File: src/design/ksn_pkg.sv
// ksn_pkg: shared types and constants for the k-smallest node selector.
// Used by ksn_ctrl, ksn_datapath and the top level; depends on nothing.
package ksn_pkg;

  // Fixed field widths
  localparam int CFG_W     = 7;   // keep_count width, widest register
  localparam int CFG_IDX_W = 1;   // two configuration registers
  localparam int ID_W      = 8;

  // Configuration register indexes
  localparam logic [CFG_IDX_W-1:0] REG_KEEP_COUNT  = 1'b0;
  localparam logic [CFG_IDX_W-1:0] REG_SELECT_MODE = 1'b1;

  // Reset values
  localparam logic [CFG_W-1:0] KEEP_COUNT_RST = 7'd1;

  // Controller -> datapath commands
  typedef struct packed {
    logic load;      // accept one input transaction
    logic rst_pos;   // clear the emission position counter
    logic arr_read;  // read arrival memory at the position counter
    logic step;      // advance the position counter
    logic shift;     // shift the kept id chain up by one cell
    logic clear;     // drop the list after the final result
  } dp_cmd_t;

  // Datapath -> controller status
  typedef struct packed {
    logic arr_mode;    // list short enough: return ids in arrival order
    logic list_empty;  // selection holds no entry
    logic align_done;  // largest kept id sits in the top cell
    logic last_out;    // the result on display is the last of the run
  } dp_status_t;

endpackage

File: src/design/ksn_ctrl.sv
// ksn_ctrl: controller state machine for the k-smallest node selector.
// Depends on ksn_pkg (command and status structs).
module ksn_ctrl (
  input  logic                 clk,
  input  logic                 rst_n,
  input  logic                 in_valid,
  input  logic                 in_last_entry,
  input  logic                 out_stall,
  input  ksn_pkg::dp_status_t  sts,
  output ksn_pkg::dp_cmd_t     cmd,
  output logic                 in_stall,
  output logic                 out_valid,
  output logic                 out_empty_list,
  output logic                 out_last_result
);
  import ksn_pkg::*;

  typedef enum logic [2:0] {
    ST_LOAD,
    ST_DECIDE,
    ST_ARR_RD,
    ST_ARR_OUT,
    ST_ALIGN,
    ST_KEPT_OUT,
    ST_EMPTY_OUT
  } state_t;

  state_t state_r, state_nxt;
  logic   in_stall_r, in_stall_nxt;
  logic   out_valid_r, out_valid_nxt;
  logic   in_acc, out_acc;

  assign in_acc  = in_valid && !in_stall_r;
  assign out_acc = out_valid_r && !out_stall;

  // Next state, registered outputs and datapath commands
  always_comb begin
    state_nxt     = state_r;
    in_stall_nxt  = in_stall_r;
    out_valid_nxt = out_valid_r;
    cmd           = '0;
    unique case (state_r)
      ST_LOAD: begin
        cmd.load = in_acc;
        if (in_acc && in_last_entry) begin
          state_nxt    = ST_DECIDE;
          in_stall_nxt = 1'b1;
        end
      end
      ST_DECIDE: begin
        cmd.rst_pos = 1'b1;
        if (sts.list_empty) begin
          state_nxt     = ST_EMPTY_OUT;
          out_valid_nxt = 1'b1;
        end else if (sts.arr_mode) begin
          state_nxt = ST_ARR_RD;
        end else begin
          state_nxt = ST_ALIGN;
        end
      end
      ST_ARR_RD: begin
        cmd.arr_read  = 1'b1;
        state_nxt     = ST_ARR_OUT;
        out_valid_nxt = 1'b1;
      end
      ST_ARR_OUT: begin
        if (out_acc) begin
          out_valid_nxt = 1'b0;
          if (sts.last_out) begin
            cmd.clear    = 1'b1;
            state_nxt    = ST_LOAD;
            in_stall_nxt = 1'b0;
          end else begin
            cmd.step  = 1'b1;
            state_nxt = ST_ARR_RD;
          end
        end
      end
      ST_ALIGN: begin
        if (sts.align_done) begin
          state_nxt     = ST_KEPT_OUT;
          out_valid_nxt = 1'b1;
        end else begin
          cmd.step  = 1'b1;
          cmd.shift = 1'b1;
        end
      end
      ST_KEPT_OUT: begin
        if (out_acc) begin
          if (sts.last_out) begin
            cmd.clear     = 1'b1;
            state_nxt     = ST_LOAD;
            in_stall_nxt  = 1'b0;
            out_valid_nxt = 1'b0;
          end else begin
            cmd.step  = 1'b1;
            cmd.shift = 1'b1;
          end
        end
      end
      ST_EMPTY_OUT: begin
        if (out_acc) begin
          cmd.clear     = 1'b1;
          state_nxt     = ST_LOAD;
          in_stall_nxt  = 1'b0;
          out_valid_nxt = 1'b0;
        end
      end
      default: begin
        state_nxt     = ST_LOAD;
        in_stall_nxt  = 1'b0;
        out_valid_nxt = 1'b0;
      end
    endcase
  end

  // State and registered handshake outputs
  always_ff @(posedge clk) begin
    if (!rst_n) begin
      state_r     <= ST_LOAD;
      in_stall_r  <= 1'b0;
      out_valid_r <= 1'b0;
    end else begin
      state_r     <= state_nxt;
      in_stall_r  <= in_stall_nxt;
      out_valid_r <= out_valid_nxt;
    end
  end

  assign in_stall        = in_stall_r;
  assign out_valid       = out_valid_r;
  assign out_empty_list  = (state_r == ST_EMPTY_OUT);
  assign out_last_result = (state_r == ST_EMPTY_OUT) || sts.last_out;

endmodule

File: config.mk
export PLATFORM = sky130hd
export DESIGN_NAME = ksn_ctrl
export DESIGN_NICKNAME = d
export VERILOG_FILES = /design/src/design/ksn_pkg.sv /design/src/design/ksn_ctrl.sv
export SDC_FILE = /design/constraint.sdc
export NUM_CORES = 1
export LEC_CHECK = 0
export BUFFER_PORTS_ARGS = -buffer_cell sky130_fd_sc_hd__buf_2
export CAP_MARGIN = 0
export CORE_AREA = 2 2 39 41
export CTS_CLUSTER_DIAMETER = 150
export DETAILED_ROUTE_END_ITERATION = 10
export DIE_AREA = 0 0 41 43
export GPL_TIMING_DRIVEN = 0
export PLACE_DENSITY = 0.71
export SYNTH_ARGS = -nofsm -noshare
export SYNTH_HDL_FRONTEND = slang
export SYNTH_SLANG_ARGS = --single-unit
export TNS_END_PERCENT = 1
File: constraint.sdc
create_clock -name clk -period 2.65 [get_ports clk]
set_clock_uncertainty 0.2 [all_clocks]
set_input_delay 0.53 -clock clk [delete_from_list [all_inputs] [get_ports clk]]
set_output_delay 0.53 -clock clk [all_outputs]
set_load 0.02 [all_outputs]
==> results.json <==
{
  "core-area_um2": 1384,
  "finalNetCount": 92,
  "grt_use_total_pct": 15.49,
  "cts_hold_buf": 0,
  "htree_levels": 1,
  "syn_area_um2": 530.5,
  "cts_resized": 0,
  "grt_max_degree": 11,
  "p_total_w": 0.0006315,
  "worst_slew_pin_slew_ns": 0.2409,
  "post_drt_wl_per_cell_um": 12.22,
  "fillCellCount": 143,
  "setup.worst_path.end_class": "output port",
  "grt-ovfl-total": 0,
  "viasPerCell": 5.388,
  "antenna_found_initial": 0,
  "clk_pin_slew_worst_paths_ns": 0.04,
  "drc": 0,
  "crit_top_cell": "buf_2",
  "synth_top_family_by_area": "simple AND/OR/NAND/NOR gates",
  "synth_xor_area_share_pct": 3.066,
  "clock_sinks": 5,
  "worst_setup_path_start_kind": "flop",
  "cp.buffers_inverters": 3,
  "synth_seq_cells": 5,
  "hold_slack_ns": 0.3000,
  "relSlewSlack_pct": 83.81,
  "start_util_pct": 38.34,
  "yosysSeqAreaShare_pct": 18.87,
  "drive_gt1_share_pct": 43.90,
  "worstSkewPairLatency_ns": 0.25,
  "vias": 528,
  "fmax_mhz": 461.5,
  "synth_compound_area_share_pct": 21.70,
  "status": "complete, no violations",
  "grt_pass1_vias": 444,
  "cts.path.max_buffers": 2,
  "synth_cell_types": 33,
  "postCtsSetupBuffers": 0,
  "rsz0062_at_grt": "false",
  "netlist_top_cells_area": "dfxtp_1 19%, mux2i_1 7.5%, nand3b_1 5.7%",
  "dr.pass1.iters": 4,
  "fin_cells": 98,
  "cts_made_buffers": 3,
  "p_per_area_nw_per_um2": 954.0,
  "arrival_ns": 1.44,
  "ant_nets": 0,
  "syn_avg_cell_area_um2": 8.697,
  "synthSimpleGateAreaFrac_pct": 35.38,
  "place_congestion": 0.7466,
  "synth.top_cell.area_share_pct": 18.87,
  "critPathMaxStageDelay_ns": 0.35,
  "final_cell_mix": "18 x buf_2, 5 x nand2_1, 5 x dfxtp_1",
  "dieArea_um2": 1763,
  "async_flop_share_pct": 0,
  "fin_tns_setup_ns": 0,
  "num_rows": 14,
  "syn_nets": 70,
  "period_share_pct": 81.78,
  "yosysTopAreaCell": "dfxtp_1",
  "area_delta_synth_final_pct": 24.76,
  "regToRegSetupSlack_ns": 1.03,
  "crit_type": "reg2out",
  "hpwlAfterDp_um": 925.8,
  "synthMuxAreaShare_pct": 11.79,
  "dp.cells": 94,
  "synth_flop_cell": "dfxtp_1",
  "min_period_ns": 2.167,
  "cp.required_ns": 1.92,
  "finalHoldViolCount": 0,
  "layout_commonest_cell": "buf_2",
  "yosysWarnings": 0,
  "synthAdderAreaFrac_pct": 0,
  "netlist_instances": 61,
  "cts_tree": "yes",
  "slew_violations": 0,
  "dr.first_iter.drc_count": 7,
  "post-route-util_pct": 47.83,
  "synth-edff-count": 0,
  "die_x_um": 41,
  "setup_viol": 0,
  "crit_chain": "buf_4 > buf_2 > nor2_1 > a32o_1 > buf_2",
  "drv_cap": 0,
  "port_buffers": 17,
  "crit_slowest_cell": "dfxtp_1",
  "min-delay-path-class": "reg2reg",
  "die_h_um": 43,
  "n_antenna_cell": 0,
  "leakagePower_nw": 0.3006,
  "wl_um": 1198,
  "cp_top_family": "buffers and inverters",
  "vdd_drop_max_uv": 314.1,
  "worst-path-max-fanout": 10,
  "grt_pass1_wl_um": 1849,
  "cts_root_buffer": "clkbuf_4",
  "ioPinCount": 19
}
## power breakdown
group / internal, W / switching [W] / leakage [nW]
Sequential: 0.000100 / 0.0000294 / 0.0409
Clock: 0.0000571 / 0.0000336 / 0.0150
Combinational: 0.000192 / 0.000220 / 0.245
Total: 0.000349 / 0.000283 / 0.301
## cell usage after synthesis, types with 2 or more instances
cell      n
buf_6     2
o21ai_0   2
dfxtp_1   5
and2b_2   2
a21oi_1   2
nor2b_1   4
nor3b_1   3
nor2_1    2
mux2i_1   4
o21ai_2   2
nand2_1   5
nand2b_1  4
nand3b_1  4
## worst min-delay path, stage by stage, from the launching register on
cell     delay (ns)
dfxtp_1        0.33
nand2_1        0.06
mux2i_1        0.06
## state kept, by name, summed over array words and instances, names as in the netlist
| signal | count |
|---|---|
| out_valid | 1 |
| in_stall | 1 |
| state_r | 3 |
## cell type report
cell class	count	area (um2)	area share [%]
Multi-Input combinational cell	50	381.6	57.66
Sequential cell	5	100.1	15.12
Timing Repair Buffer	17	85.08	12.85
Buffer	5	45.04	6.805
Clock buffer	4	26.28	3.970
Tap cell	16	20.02	3.025
Inverter	1	3.754	0.5671
## stage by stage
step                area, um2  setup slack, ns
finish                  661.9           0.4829
global route            661.9           0.4007
CTS                     661.9           0.4905
detailed placement      635.6           0.6647
global placement        635.6           0.6753
floorplan               530.5           0.7454
## per-layer routing
| layer | vias to the layer above | GRT usage [%] | part of all wire (%) |
|---|---|---|---|
| met5 | - | 0 | 0 |
| li1 | 260 | - | - |
| met2 | 13 | 24.38 | 50 |
| met4 | 0 | 8.000 | 1.6 |
| met1 | 252 | 18.77 | 44 |
| met3 | 3 | 3.141 | 4.6 |
## cells by family (layout without fill, tap and decap cells)
family                    after synthesis  after routing
AOI/OAI and AO/OA                      14             14
xor gates and xnor gates                1              1
buffers and inverters                   6             27
DFF                                     5              5
muxes                                   6              6
and+or+nand+nor                        29             29
## final timing paths
kind / from / end / cells past startpoint
worst max register to register: state_r[2] / out_valid / 4
worst max-delay path: state_r[0] / cmd[2] / 5
worst min-delay path: out_valid / out_valid / 2
worst min register to register: out_valid / out_valid / 2
(Power assumes the default switching activity.)
